File: src/rtl/line_rasterizer_unit_assert.svh
// ----------------------------------------------------------------------------
// Line rasterizer assertion macros
// Implication checks on the block clock, masked while reset is asserted.
// ----------------------------------------------------------------------------
`ifndef LINE_RASTERIZER_UNIT_ASSERT_SVH
`define LINE_RASTERIZER_UNIT_ASSERT_SVH

// Same-cycle implication
`define LR_ASSERT_SAME(lbl, ante, cons, msg) \
    lbl: assert property (@(posedge clk) disable iff (!rst_n) (ante) |-> (cons)) \
        else $error(msg);

// Next-cycle implication
`define LR_ASSERT_NEXT(lbl, ante, cons, msg) \
    lbl: assert property (@(posedge clk) disable iff (!rst_n) (ante) |=> (cons)) \
        else $error(msg);

`endif

File: src/rtl/lr_pkg.sv
// ----------------------------------------------------------------------------
// Line rasterizer package
// Sequencer states, register map and register reset values.
// ----------------------------------------------------------------------------
`default_nettype none

package lr_pkg;

    typedef enum logic [1:0] {
        ST_IDLE,
        ST_SETUP,
        ST_DRAW
    } lr_state_t;

    localparam int unsigned PADDR_W = 4;

    localparam logic [1:0] REG_SCREEN_COLUMNS = 2'd0;
    localparam logic [1:0] REG_SCREEN_LINES   = 2'd1;
    localparam logic [1:0] REG_BUFFER_READY   = 2'd2;

    localparam logic [6:0] SCREEN_COLUMNS_RESET = 7'd64;
    localparam logic [6:0] SCREEN_LINES_RESET   = 7'd24;
    localparam logic       BUFFER_READY_RESET   = 1'b0;

endpackage

`default_nettype wire

File: src/rtl/lr_line_if.sv
// ----------------------------------------------------------------------------
// Line request channel
// Valid/ready channel carrying two endpoints and a character code.
// ----------------------------------------------------------------------------
`default_nettype none

interface lr_line_if;

    logic              valid;
    logic              ready;
    logic signed [7:0] start_col;
    logic signed [7:0] start_row;
    logic signed [7:0] end_col;
    logic signed [7:0] end_row;
    logic        [7:0] glyph;

    modport source (
        output valid,
        output start_col,
        output start_row,
        output end_col,
        output end_row,
        output glyph,
        input  ready
    );

    modport sink (
        input  valid,
        input  start_col,
        input  start_row,
        input  end_col,
        input  end_row,
        input  glyph,
        output ready
    );

endinterface

`default_nettype wire

File: src/rtl/lr_cell_if.sv
// ----------------------------------------------------------------------------
// Cell write channel
// Valid/ready channel carrying one render buffer write per transaction.
// ----------------------------------------------------------------------------
`default_nettype none

interface lr_cell_if;

    logic        valid;
    logic        ready;
    logic [5:0]  cell_col;
    logic [5:0]  cell_row;
    logic [11:0] write_address;
    logic [7:0]  glyph_out;
    logic        last_cell;

    modport source (
        output valid,
        output cell_col,
        output cell_row,
        output write_address,
        output glyph_out,
        output last_cell,
        input  ready
    );

    modport sink (
        input  valid,
        input  cell_col,
        input  cell_row,
        input  write_address,
        input  glyph_out,
        input  last_cell,
        output ready
    );

endinterface

`default_nettype wire

File: src/rtl/line_rasterizer_unit.sv
// ----------------------------------------------------------------------------
// Line rasterizer unit
// Bresenham lines into a character buffer, one cell per cycle if not stalled.
// ----------------------------------------------------------------------------
// line_in carries a line request (two endpoints and a character); cell_out
// carries one buffer write per cell of the line, left endpoint first, with
// last_cell set on the final write. The APB port holds the screen size and
// the buffer-ready flag; write it only while no line is in flight.
// A request is taken while idle and set up in the next cycle; cells then
// leave one per cycle unless stalled, stepped by a single shared error adder.
// A request that is dropped (buffer not ready, or an endpoint off screen)
// yields no transaction. line_in.ready is high only when the sequencer is
// idle; the last cell may still wait in the output register while the next
// request is taken.
// If cell_out.ready is low with a cell waiting, the output register holds and
// the stepper pauses. Reset empties the output register, idles the sequencer
// and loads the register reset values (64 columns, 24 lines, not ready).
// ----------------------------------------------------------------------------
`default_nettype none

module line_rasterizer_unit
    import lr_pkg::*;
#(
    parameter int unsigned MAX_DIM = 64
)
(
    input  wire logic                clk,
    input  wire logic                rst_n,
    input  wire logic                psel,
    input  wire logic                penable,
    input  wire logic                pwrite,
    input  wire logic [PADDR_W-1:0]  paddr,
    input  wire logic [31:0]         pwdata,
    output logic      [31:0]         prdata,
    output logic                     pready,
    lr_line_if.sink                  line_in,
    lr_cell_if.source                cell_out
);

    localparam logic [6:0] MAX_DIM_W = 7'(MAX_DIM);

    // configuration
    logic [6:0] cols_reg;
    logic [6:0] lines_reg;
    logic       buf_ready_reg;
    logic [1:0] reg_idx;
    logic       cfg_write;
    logic [6:0] eff_cols;
    logic [6:0] eff_rows;

    // sequencer
    lr_state_t state_reg;
    lr_state_t state_next;
    logic      in_take;
    logic      load_cell;
    logic      line_ok;
    logic      last_step;

    // captured request
    logic [7:0] c1_reg;
    logic [7:0] r1_reg;
    logic [7:0] c2_reg;
    logic [7:0] r2_reg;
    logic [7:0] glyph_reg;

    // setup arithmetic
    logic       first_left;
    logic [5:0] lc;
    logic [5:0] lr;
    logic [5:0] rc;
    logic [5:0] rr;
    logic [5:0] dc;
    logic [5:0] adr;
    logic       neg_s;
    logic       steep_s;
    logic [5:0] major_s;
    logic [5:0] minor_s;
    logic signed [8:0] err_init;

    // stepper
    logic [5:0] major_reg;
    logic [5:0] minor_reg;
    logic [5:0] step_reg;
    logic signed [8:0] err_reg;
    logic signed [8:0] err_next;
    logic [5:0] cur_col_reg;
    logic [5:0] cur_row_reg;
    logic       neg_reg;
    logic       steep_reg;
    logic       err_pos;
    logic       col_adv;
    logic       row_adv;
    logic [12:0] addr_prod;

    // output register
    logic        out_valid_reg;
    logic [5:0]  out_col_reg;
    logic [5:0]  out_row_reg;
    logic [11:0] out_addr_reg;
    logic [7:0]  out_glyph_reg;
    logic        out_last_reg;

    // ------------------------------------------------------------------
    // Configuration port
    // ------------------------------------------------------------------
    assign pready    = 1'b1;
    assign reg_idx   = paddr[PADDR_W-1:2];
    assign cfg_write = psel && penable && pwrite && pready;

    always_ff @(posedge clk or negedge rst_n)
    begin
        if (!rst_n)
        begin
            cols_reg      <= SCREEN_COLUMNS_RESET;
            lines_reg     <= SCREEN_LINES_RESET;
            buf_ready_reg <= BUFFER_READY_RESET;
        end
        else if (cfg_write)
        begin
            unique case (reg_idx)
                REG_SCREEN_COLUMNS: cols_reg      <= pwdata[6:0];
                REG_SCREEN_LINES:   lines_reg     <= pwdata[6:0];
                REG_BUFFER_READY:   buf_ready_reg <= pwdata[0];
                default:            ;
            endcase
        end
    end

    always_comb
    begin
        unique case (reg_idx)
            REG_SCREEN_COLUMNS: prdata = {25'd0, cols_reg};
            REG_SCREEN_LINES:   prdata = {25'd0, lines_reg};
            REG_BUFFER_READY:   prdata = {31'd0, buf_ready_reg};
            default:            prdata = 32'd0;
        endcase
    end

    assign eff_cols = (cols_reg > MAX_DIM_W) ? MAX_DIM_W : cols_reg;
    assign eff_rows = (lines_reg > MAX_DIM_W) ? MAX_DIM_W : lines_reg;

    // ------------------------------------------------------------------
    // Request capture
    // ------------------------------------------------------------------
    assign in_take = line_in.valid && line_in.ready;

    always_ff @(posedge clk)
    begin
        if (in_take)
        begin
            c1_reg    <= line_in.start_col;
            r1_reg    <= line_in.start_row;
            c2_reg    <= line_in.end_col;
            r2_reg    <= line_in.end_row;
            glyph_reg <= line_in.glyph;
        end
    end

    // ------------------------------------------------------------------
    // Setup: validate, order left to right, fold slope
    // ------------------------------------------------------------------
    assign line_ok = buf_ready_reg
                  && !c1_reg[7] && (c1_reg[6:0] < eff_cols)
                  && !c2_reg[7] && (c2_reg[6:0] < eff_cols)
                  && !r1_reg[7] && (r1_reg[6:0] < eff_rows)
                  && !r2_reg[7] && (r2_reg[6:0] < eff_rows);

    assign first_left = c1_reg[5:0] < c2_reg[5:0];
    assign lc         = first_left ? c1_reg[5:0] : c2_reg[5:0];
    assign lr         = first_left ? r1_reg[5:0] : r2_reg[5:0];
    assign rc         = first_left ? c2_reg[5:0] : c1_reg[5:0];
    assign rr         = first_left ? r2_reg[5:0] : r1_reg[5:0];
    assign dc         = rc - lc;
    assign neg_s      = rr < lr;
    assign adr        = neg_s ? (lr - rr) : (rr - lr);
    assign steep_s    = adr > dc;
    assign major_s    = steep_s ? adr : dc;
    assign minor_s    = steep_s ? dc : adr;
    assign err_init   = signed'({2'b00, minor_s, 1'b0}) - signed'({3'b000, major_s});

    // ------------------------------------------------------------------
    // Shared error stepper
    // ------------------------------------------------------------------
    assign err_pos   = !err_reg[8] && (err_reg != 9'sd0);
    assign err_next  = err_reg + signed'({2'b00, minor_reg, 1'b0})
                     - (err_pos ? signed'({2'b00, major_reg, 1'b0}) : 9'sd0);
    assign col_adv   = !steep_reg || err_pos;
    assign row_adv   = steep_reg || err_pos;
    assign last_step = step_reg == major_reg;
    assign addr_prod = 13'(cur_row_reg) * 13'(eff_cols) + 13'(cur_col_reg);

    always_ff @(posedge clk)
    begin
        if (state_reg == ST_SETUP)
        begin
            major_reg   <= major_s;
            minor_reg   <= minor_s;
            step_reg    <= 6'd0;
            err_reg     <= err_init;
            cur_col_reg <= lc;
            cur_row_reg <= lr;
            neg_reg     <= neg_s;
            steep_reg   <= steep_s;
        end
        else if (load_cell)
        begin
            step_reg <= step_reg + 6'd1;
            err_reg  <= err_next;
            if (col_adv)
            begin
                cur_col_reg <= cur_col_reg + 6'd1;
            end
            if (row_adv)
            begin
                cur_row_reg <= neg_reg ? (cur_row_reg - 6'd1) : (cur_row_reg + 6'd1);
            end
        end
    end

    // ------------------------------------------------------------------
    // Sequencer
    // ------------------------------------------------------------------
    always_ff @(posedge clk or negedge rst_n)
    begin
        if (!rst_n)
        begin
            state_reg <= ST_IDLE;
        end
        else
        begin
            state_reg <= state_next;
        end
    end

    always_comb
    begin
        state_next = state_reg;
        unique case (state_reg)
            ST_IDLE:
            begin
                if (in_take)
                begin
                    state_next = ST_SETUP;
                end
            end
            ST_SETUP:
            begin
                state_next = line_ok ? ST_DRAW : ST_IDLE;
            end
            ST_DRAW:
            begin
                if (load_cell && last_step)
                begin
                    state_next = ST_IDLE;
                end
            end
            default:
            begin
                state_next = ST_IDLE;
            end
        endcase
    end

    always_comb
    begin
        line_in.ready = 1'b0;
        load_cell     = 1'b0;
        unique case (state_reg)
            ST_IDLE:  line_in.ready = 1'b1;
            ST_SETUP: ;
            ST_DRAW:  load_cell = !out_valid_reg || cell_out.ready;
            default:  ;
        endcase
    end

    // ------------------------------------------------------------------
    // Output register
    // ------------------------------------------------------------------
    always_ff @(posedge clk or negedge rst_n)
    begin
        if (!rst_n)
        begin
            out_valid_reg <= 1'b0;
        end
        else if (load_cell)
        begin
            out_valid_reg <= 1'b1;
        end
        else if (cell_out.ready)
        begin
            out_valid_reg <= 1'b0;
        end
    end

    always_ff @(posedge clk)
    begin
        if (load_cell)
        begin
            out_col_reg   <= cur_col_reg;
            out_row_reg   <= cur_row_reg;
            out_addr_reg  <= addr_prod[11:0];
            out_glyph_reg <= glyph_reg;
            out_last_reg  <= last_step;
        end
    end

    assign cell_out.valid         = out_valid_reg;
    assign cell_out.cell_col      = out_col_reg;
    assign cell_out.cell_row      = out_row_reg;
    assign cell_out.write_address = out_addr_reg;
    assign cell_out.glyph_out     = out_glyph_reg;
    assign cell_out.last_cell     = out_last_reg;

    // ------------------------------------------------------------------
    // Assertions
    // ------------------------------------------------------------------
`include "line_rasterizer_unit_assert.svh"

    `LR_ASSERT_SAME(a_step_in_range, state_reg == ST_DRAW, step_reg <= major_reg, "step past major length")
    `LR_ASSERT_NEXT(a_last_ends_line, load_cell && last_step, state_reg == ST_IDLE, "line continues after last cell")
    `LR_ASSERT_SAME(a_setup_after_take, state_reg == ST_SETUP, $past(in_take), "setup without a request")

endmodule

`default_nettype wire
File: src/flat_wrapper.sv
// flat-port wrapper written by rule: the top's interface ports become plain ports
module line_rasterizer_unit_flat import lr_pkg::*;
#(
    parameter int unsigned MAX_DIM = 64
)
  (clk, rst_n, psel, penable, pwrite, paddr, pwdata, prdata, pready, line_in_valid, line_in_start_col, line_in_start_row, line_in_end_col, line_in_end_row, line_in_glyph, line_in_ready, cell_out_valid, cell_out_cell_col, cell_out_cell_row, cell_out_write_address, cell_out_glyph_out, cell_out_last_cell, cell_out_ready);
  lr_line_if line_in_i ();
  lr_cell_if cell_out_i ();
  input  wire logic clk;
  input  wire logic rst_n;
  input  wire logic psel;
  input  wire logic penable;
  input  wire logic pwrite;
  input  wire logic [PADDR_W-1:0] paddr;
  input  wire logic [31:0] pwdata;
  output logic      [31:0] prdata;
  output logic pready;
  input wire logic [$bits(line_in_i.valid)-1:0] line_in_valid;
  input wire logic [$bits(line_in_i.start_col)-1:0] line_in_start_col;
  input wire logic [$bits(line_in_i.start_row)-1:0] line_in_start_row;
  input wire logic [$bits(line_in_i.end_col)-1:0] line_in_end_col;
  input wire logic [$bits(line_in_i.end_row)-1:0] line_in_end_row;
  input wire logic [$bits(line_in_i.glyph)-1:0] line_in_glyph;
  output wire logic [$bits(line_in_i.ready)-1:0] line_in_ready;
  output wire logic [$bits(cell_out_i.valid)-1:0] cell_out_valid;
  output wire logic [$bits(cell_out_i.cell_col)-1:0] cell_out_cell_col;
  output wire logic [$bits(cell_out_i.cell_row)-1:0] cell_out_cell_row;
  output wire logic [$bits(cell_out_i.write_address)-1:0] cell_out_write_address;
  output wire logic [$bits(cell_out_i.glyph_out)-1:0] cell_out_glyph_out;
  output wire logic [$bits(cell_out_i.last_cell)-1:0] cell_out_last_cell;
  input wire logic [$bits(cell_out_i.ready)-1:0] cell_out_ready;
  assign line_in_i.valid = line_in_valid;
  assign line_in_i.start_col = line_in_start_col;
  assign line_in_i.start_row = line_in_start_row;
  assign line_in_i.end_col = line_in_end_col;
  assign line_in_i.end_row = line_in_end_row;
  assign line_in_i.glyph = line_in_glyph;
  assign line_in_ready = line_in_i.ready;
  assign cell_out_valid = cell_out_i.valid;
  assign cell_out_cell_col = cell_out_i.cell_col;
  assign cell_out_cell_row = cell_out_i.cell_row;
  assign cell_out_write_address = cell_out_i.write_address;
  assign cell_out_glyph_out = cell_out_i.glyph_out;
  assign cell_out_last_cell = cell_out_i.last_cell;
  assign cell_out_i.ready = cell_out_ready;
  line_rasterizer_unit #(.MAX_DIM(MAX_DIM)) u_core (.clk(clk), .rst_n(rst_n), .psel(psel), .penable(penable), .pwrite(pwrite), .paddr(paddr), .pwdata(pwdata), .prdata(prdata), .pready(pready), .line_in(line_in_i), .cell_out(cell_out_i));
endmodule
File: config.mk
export PLATFORM = sky130hd
export DESIGN_NAME = line_rasterizer_unit_flat
export DESIGN_NICKNAME = d
export VERILOG_FILES = /design/src/rtl/lr_pkg.sv /design/src/rtl/lr_line_if.sv /design/src/rtl/lr_cell_if.sv /design/src/rtl/line_rasterizer_unit.sv /design/src/flat_wrapper.sv
export VERILOG_INCLUDE_DIRS = /design/src /design/src/rtl
export SDC_FILE = /design/constraint.sdc
export NUM_CORES = 1
export LEC_CHECK = 0
export BUFFER_PORTS_ARGS = -buffer_cell sky130_fd_sc_hd__buf_2
export CAP_MARGIN = 30
export CORE_MARGIN = 4
export CORE_UTILIZATION = 25
export DETAILED_ROUTE_END_ITERATION = 10
export PLACE_DENSITY_LB_ADDON = 0.2
export SLEW_MARGIN = 20
export SYNTH_ARGS = -nofsm -noshare
export SYNTH_HDL_FRONTEND = slang
export SYNTH_SLANG_ARGS = --single-unit
File: constraint.sdc
create_clock -name clk -period 9 [get_ports clk]
set_input_delay 0.9 -clock clk [delete_from_list [all_inputs] [get_ports clk]]
set_output_delay 0.9 -clock clk [all_outputs]
set_load 0.1 [all_outputs]
Word level (Yosys, flattened, before mapping)
Index checks and enable logic that the tools add are counted.
- add/subtract/negate cells: 11
- multiply operators: 1
- magnitude comparators: 9
- equal/unequal tests: 7
- muxes and demuxes: 28
- reduce and logical (&&, ||, !) cells: 36
- operator list (kind ; count):
    two-way mux 6 bit ; 14
    < comparator 7 bit ; 4
    two-way mux 7 bit ; 3
    one-hot mux 7 bit (3 select lines) ; 1
    adder 6 x 1 -> 6 bit (second input constant) ; 3
    two-way mux 9 bit ; 2
    subtractor 6 bit ; 3
    greater-than comparator 7 bit (second input constant) ; 2
    logical AND 1 bit ; 13
    adder 12 x 6 -> 12 bit ; 1
    < comparator 6 bit ; 2
    multiplier 6 x 7 -> 12 bit ; 1
    AND reduction 2 bit ; 6
    adder 9 x 8 -> 9 bit ; 1
    nonzero test 9 bit ; 1
    subtractor 9 bit ; 1
    nonzero test 2 bit ; 4
    subtractor 7 x 6 -> 8 bit ; 1
    zero test 1 bit ; 7
    == test 6 bit ; 1
    greater-than comparator 6 bit ; 1
    two-way mux 2 bit ; 3
    one-hot mux 2 bit (3 select lines) ; 1
    subtractor 6 x 1 -> 6 bit (second input constant) ; 1
    6 further kinds ; 15
- register bits after elaboration: 132
- input bits: 83
- output and inout bits: 68
- word-level logic and storage cells: 115

Depth between registers and ports, before layout
- word-level depth: 12
- gate-level depth with buffers: 36
- gate-level depth less buffers: 33

Least setup slack after synthesis
No wires, ideal clock.
- kind: reg2reg
- start: register u_core.c1_reg[3]
- end: register u_core.err_reg[5], data pin
- data arrival time: 6.568 ns
- data required time: 8.835 ns
- slack: 2.267 ns
- cell stages (with the launch flop): 31
- path buffers: 3
- period minus slack after synthesis: 6.733 ns
- cells stage by stage: edfxtp_1 ha_1 and4_4 o21a_4 nor3_4 clkbuf_1 clkbuf_1 nand2_1 nor2_1 a21oi_1 ha_1 nor2_1 a211oi_1 a31oi_1 a41oi_4 o211ai_4 nand2_1 mux2i_2 ha_1 o21a_1 o22ai_1 a21o_1 buf_1 mux2i_1 ha_1 a21o_1 a21o_1 maj3_2 a211o_1 and3_4 o31ai_2
- longest elaborated chain between the ends: 8
- elaborated cells between the ends (all ways): 15
- RTL lines (what ; RTL line ; text):
    from (decl) ; line_rasterizer_unit.sv:60 ; logic [7:0] c1_reg;
    from (signal assigned) ; line_rasterizer_unit.sv:151 ; c1_reg <= line_in.start_col;
    < comparator 6 bit ; line_rasterizer_unit.sv:168 ; assign first_left = c1_reg[5:0] < c2_reg[5:0];
    two-way mux 6 bit (on tied branches) ; line_rasterizer_unit.sv:172, line_rasterizer_unit.sv:170 ;
    subtractor 6 bit or < comparator 6 bit (tied branches) ; line_rasterizer_unit.sv:175, line_rasterizer_unit.sv:174 ;
    two-way mux 6 bit ; line_rasterizer_unit.sv:175 ; assign adr = neg_s ? (lr - rr) : (rr - lr);
    greater-than comparator 6 bit ; line_rasterizer_unit.sv:176 ; assign steep_s = adr > dc;
    two-way mux 6 bit (*) ; line_rasterizer_unit.sv:178 ; assign minor_s = steep_s ? dc : adr;
    named net u_core.minor_s[0] ; line_rasterizer_unit.sv:77 ; logic [5:0] minor_s;
    subtractor 7 x 6 -> 8 bit (*) ; line_rasterizer_unit.sv:179 ; assign err_init = signed'({2'b00, minor_s, 1'b0}) - signed'({3'b000, major_s});
    two-way mux 9 bit (*) ; line_rasterizer_unit.sv:194 ; if (state_reg == ST_SETUP)
    to (signal assigned) ; line_rasterizer_unit.sv:199 ; err_reg <= err_init;
    to (signal assigned) ; line_rasterizer_unit.sv:208 ; err_reg <= err_next;
    to (decl) ; line_rasterizer_unit.sv:84 ; logic signed [8:0] err_reg;
Mark *: on every way through the listed nets, which the timed path passes. The rest lies on a longest branch.
A chain may end at the register's enable or synchronous reset.

Worst setup path after layout
- start: register u_core.c2_reg[3]
- end: register u_core.err_reg[5], data pin
- longest elaborated chain between the ends: 8
- elaborated cells between the ends (all ways): 15
- RTL lines (what ; RTL line ; text):
    from (decl) ; line_rasterizer_unit.sv:62 ; logic [7:0] c2_reg;
    from (signal assigned) ; line_rasterizer_unit.sv:153 ; c2_reg <= line_in.end_col;
    < comparator 6 bit ; line_rasterizer_unit.sv:168 ;
    two-way mux 6 bit (on tied branches) ; line_rasterizer_unit.sv:172, line_rasterizer_unit.sv:170 ;
    subtractor 6 bit or < comparator 6 bit (tied branches) ; line_rasterizer_unit.sv:175, line_rasterizer_unit.sv:174 ;
    two-way mux 6 bit ; line_rasterizer_unit.sv:175 ;
    greater-than comparator 6 bit ; line_rasterizer_unit.sv:176 ;
    two-way mux 6 bit (on tied branches) ; line_rasterizer_unit.sv:178, line_rasterizer_unit.sv:177 ;
    subtractor 7 x 6 -> 8 bit (*) ; line_rasterizer_unit.sv:179 ;
    two-way mux 9 bit (*) ; line_rasterizer_unit.sv:194 ;
Every way passes the cells marked *; elsewhere a longest branch is shown, timed or not.

==> metrics <==
Worst Setup Path Type reg -> reg; HP Class reg -> reg; # setup viols final 0; CTS buffer count 17; status complete, no violations; antenna violations before repair 0; first-pass GRT wire length roughly 38 mm; cts hold-fix bufs 0; full die area a little over 40000 um2; drt first pass iters 5; vias 6599; Post-CTS Setup Bufs 0; worst vdd ir between 0.1 and 0.15 mV; HPWL after DPL 18.5 mm; Tcrit/Tclk final about 81%; clock sinks about 130; drt initial violations about 340; DR WL/cell roughly 16 um; Max Clk Rate ~140 MHz; clock power share a little under a quarter; via count of the first global-routing pass about 6700; vias per cell around 4.3; worst slew pin tran between 0.9 and 1 ns; Layout area overhead 16.6%; Final Total Pwr approximately 3.3 mW; Yosys cell types 85; port bufs 97; # fillers ~4000; die span in x 203 um; chip height between 200 and 250 um; Placer Congestion 0.787; most common flop cell mapped by yosys edfxtp_1; sequential power share 27.0%; combinational share of power 50.4%; Post-Syn Instances between 900 and 1000; max reg flops 12; Critical Path Sink Type flop; net switching power about 1.3 mW; max incr delay on CP just over 0.5 ns; FF+latch count, synth around 130; Area contributors post-synth edfxtp_1 (34%), ha_1 (11%), fa_1 (6.7%), inv_1 (4.1%), dfrtp_1 (4.0%); CP dominant cell by count ha_1; clock slew at reported path FFs ~0.070 ns; PwrDens about 300 nW/um2; max cap viols 0; GRT Total Usage 11.7%; DRC Markers 0; internal power 1.98 mW; ant diodes 0; Worst Skew about 0.013 ns; fin. max-slew vios 0; Tmin final 7.30 ns; area of the mapped netlist between 9000 and 10000 um2; post-cts sizing count 0; CTS H-tree depth 4; Starting Density about 25%; YS warnings 0; total routed wirelength 23.8 mm; largest net degree at the start of global routing between 40 and 50; Req. time, crit path between 9 and 10 ns; grt total ovfl 0; post-route ant nets 0; post-synth top area cell edfxtp_1; Slew HR about two fifths; Core Rows a little over 70; crit path max fanout 17; Worst-Skew Late Latency roughly 0.42 ns; sw frac roughly two fifths; WP data arrival 7.55 ns; final net count around 1200; syn_area_per_cell about 10 um2; core area between 30000 and 40000 um2; EDFF count, synth between 100 and 150; crit start category flop; maximum clock insertion buffer count 2; ys async rst share between 10% and 20%; unrepaired setup endpoints after global routing no; root buffer cell clkbuf_16; IO Count 151; register area share after synthesis about two fifths; Fin Setup TNS 0 ns; post-synth top area share approximately 34%; CTS tree yes; Hold Fails Final Rpt 0; Max stage delay cell, worst path nor3_4; share of cells above drive strength 1 between 10% and 20%; Leak approximately 4.8 nW
==> cell type report <==
class	count	area, um2	area share (%)
Clock buffer	20	437	3.94
Clock inverter	12	179	1.62
Inverter	107	402	3.63
Multi-Input combinational cell	646	5060	45.7
Sequential cell	132	3820	34.5
Tap cell	511	639	5.78
Timing Repair Buffer	102	533	4.81
==> synth_stat cells (18+ instances only) <==
library cell  number
ha_1              84
fa_1              32
buf_4             29
nor2_1            61
and2_1            20
xnor2_1           34
o21ai_0           23
a21oi_1           33
edfxtp_1         108
inv_1            103
xor2_1            18
nand2_1           86
==> path summary, 6_finish.rpt <==
path / depth (start not counted) / slack [ns] / from / endpoint
setup / recovery: 29 / 1.70 / u_core.c2_reg[3] / u_core.err_reg[5]
hold / removal: 0 / 0.42 / u_core.glyph_reg[3] / u_core.cell_out.glyph_out[3]
setup reg to reg: 29 / 1.70 / u_core.c2_reg[3] / u_core.err_reg[5]
hold reg to reg: 0 / 0.42 / u_core.glyph_reg[3] / u_core.cell_out.glyph_out[3]
max in group asynchronous: 1 / 8.18 / rst_n / u_core.cols_reg[6]
min in group asynchronous: 1 / 0.45 / rst_n / u_core.cols_reg[3]
==> logic make-up after synthesis <==
kind of cell | synth area share (%)
XOR/XNOR | 4.80
flip-flops | 40.2
AO/OA/AOI/OAI | 11.4
multiplexers | 3.79
adder cells (fa/ha/maj) | 18.9
other | 0.0791
buffers and inverters | 7.48
AND/OR/NAND/NOR | 13.4
==> power by group through the flow <==
stage          logic (mW)  clock network [mW]  registers, mW
5_1_grt              1.92               0.792          0.898
3_5_place_dp         1.67                   0          0.902
4_1_cts              1.69               0.763          0.889
6_report             1.66               0.745          0.887
2_1_floorplan        1.36                   0          0.866
3_3_place_gp         1.65                   0          0.902
==> metal layers <==
metal	track usage [%]	vias up	routed length, um
met5	0	-	0
met4	2.69	0	235
met3	2.01	12	738
met2	17.9	113	10400
met1	17.2	3166	12400
li1	-	3308	-
==> cells in the final DEF (no fill, tap or decap), drive strengths merged, types with 4 or more instances in the layout <==
master / count
nor3: 9
nand3: 17
o22ai: 6
xor2: 18
o21a: 6
nor4: 8
mux2: 15
buf: 102
ha: 84
and2: 22
maj3: 10
dfxtp: 6
nor2b: 17
o21bai: 8
mux2i: 18
bufinv: 4
nand4: 16
a221oi: 4
xnor2: 34
a21oi: 35
clkbuf: 20
clkinv: 5
a21o: 15
nand2b: 10
o21ai: 26
conb: 26
inv: 108
fa: 32
a31oi: 16
nor2: 61
nand2: 86
dfrtp: 15
edfxtp: 108
==> worst max-delay path: cells and delay by family (launching register included) <==
kind	cells	cell delay (ns)
DFF	1	0.46
buffers and inverters	2	0.35
and+or+nand+nor	8	1.44
adders and majority gates	5	1.60
muxes	1	0.50
AOI/OAI and AO/OA	13	2.79
==> through the flow <==
stage	setup slack (ns)	util [%]	instances	cell area, um2	hold slack (ns)
after floorplan	2.27	-	931	9590	0.400
after global placement	1.81	27.7	1496	10400	0.402
after detailed placement	1.75	27.8	1498	10500	0.407
after CTS	1.71	29.5	1530	11100	0.420
after global routing	1.13	29.5	1530	11100	0.436
final	1.70	29.5	1530	11100	0.418
Power figures use the tool's default switching activity.
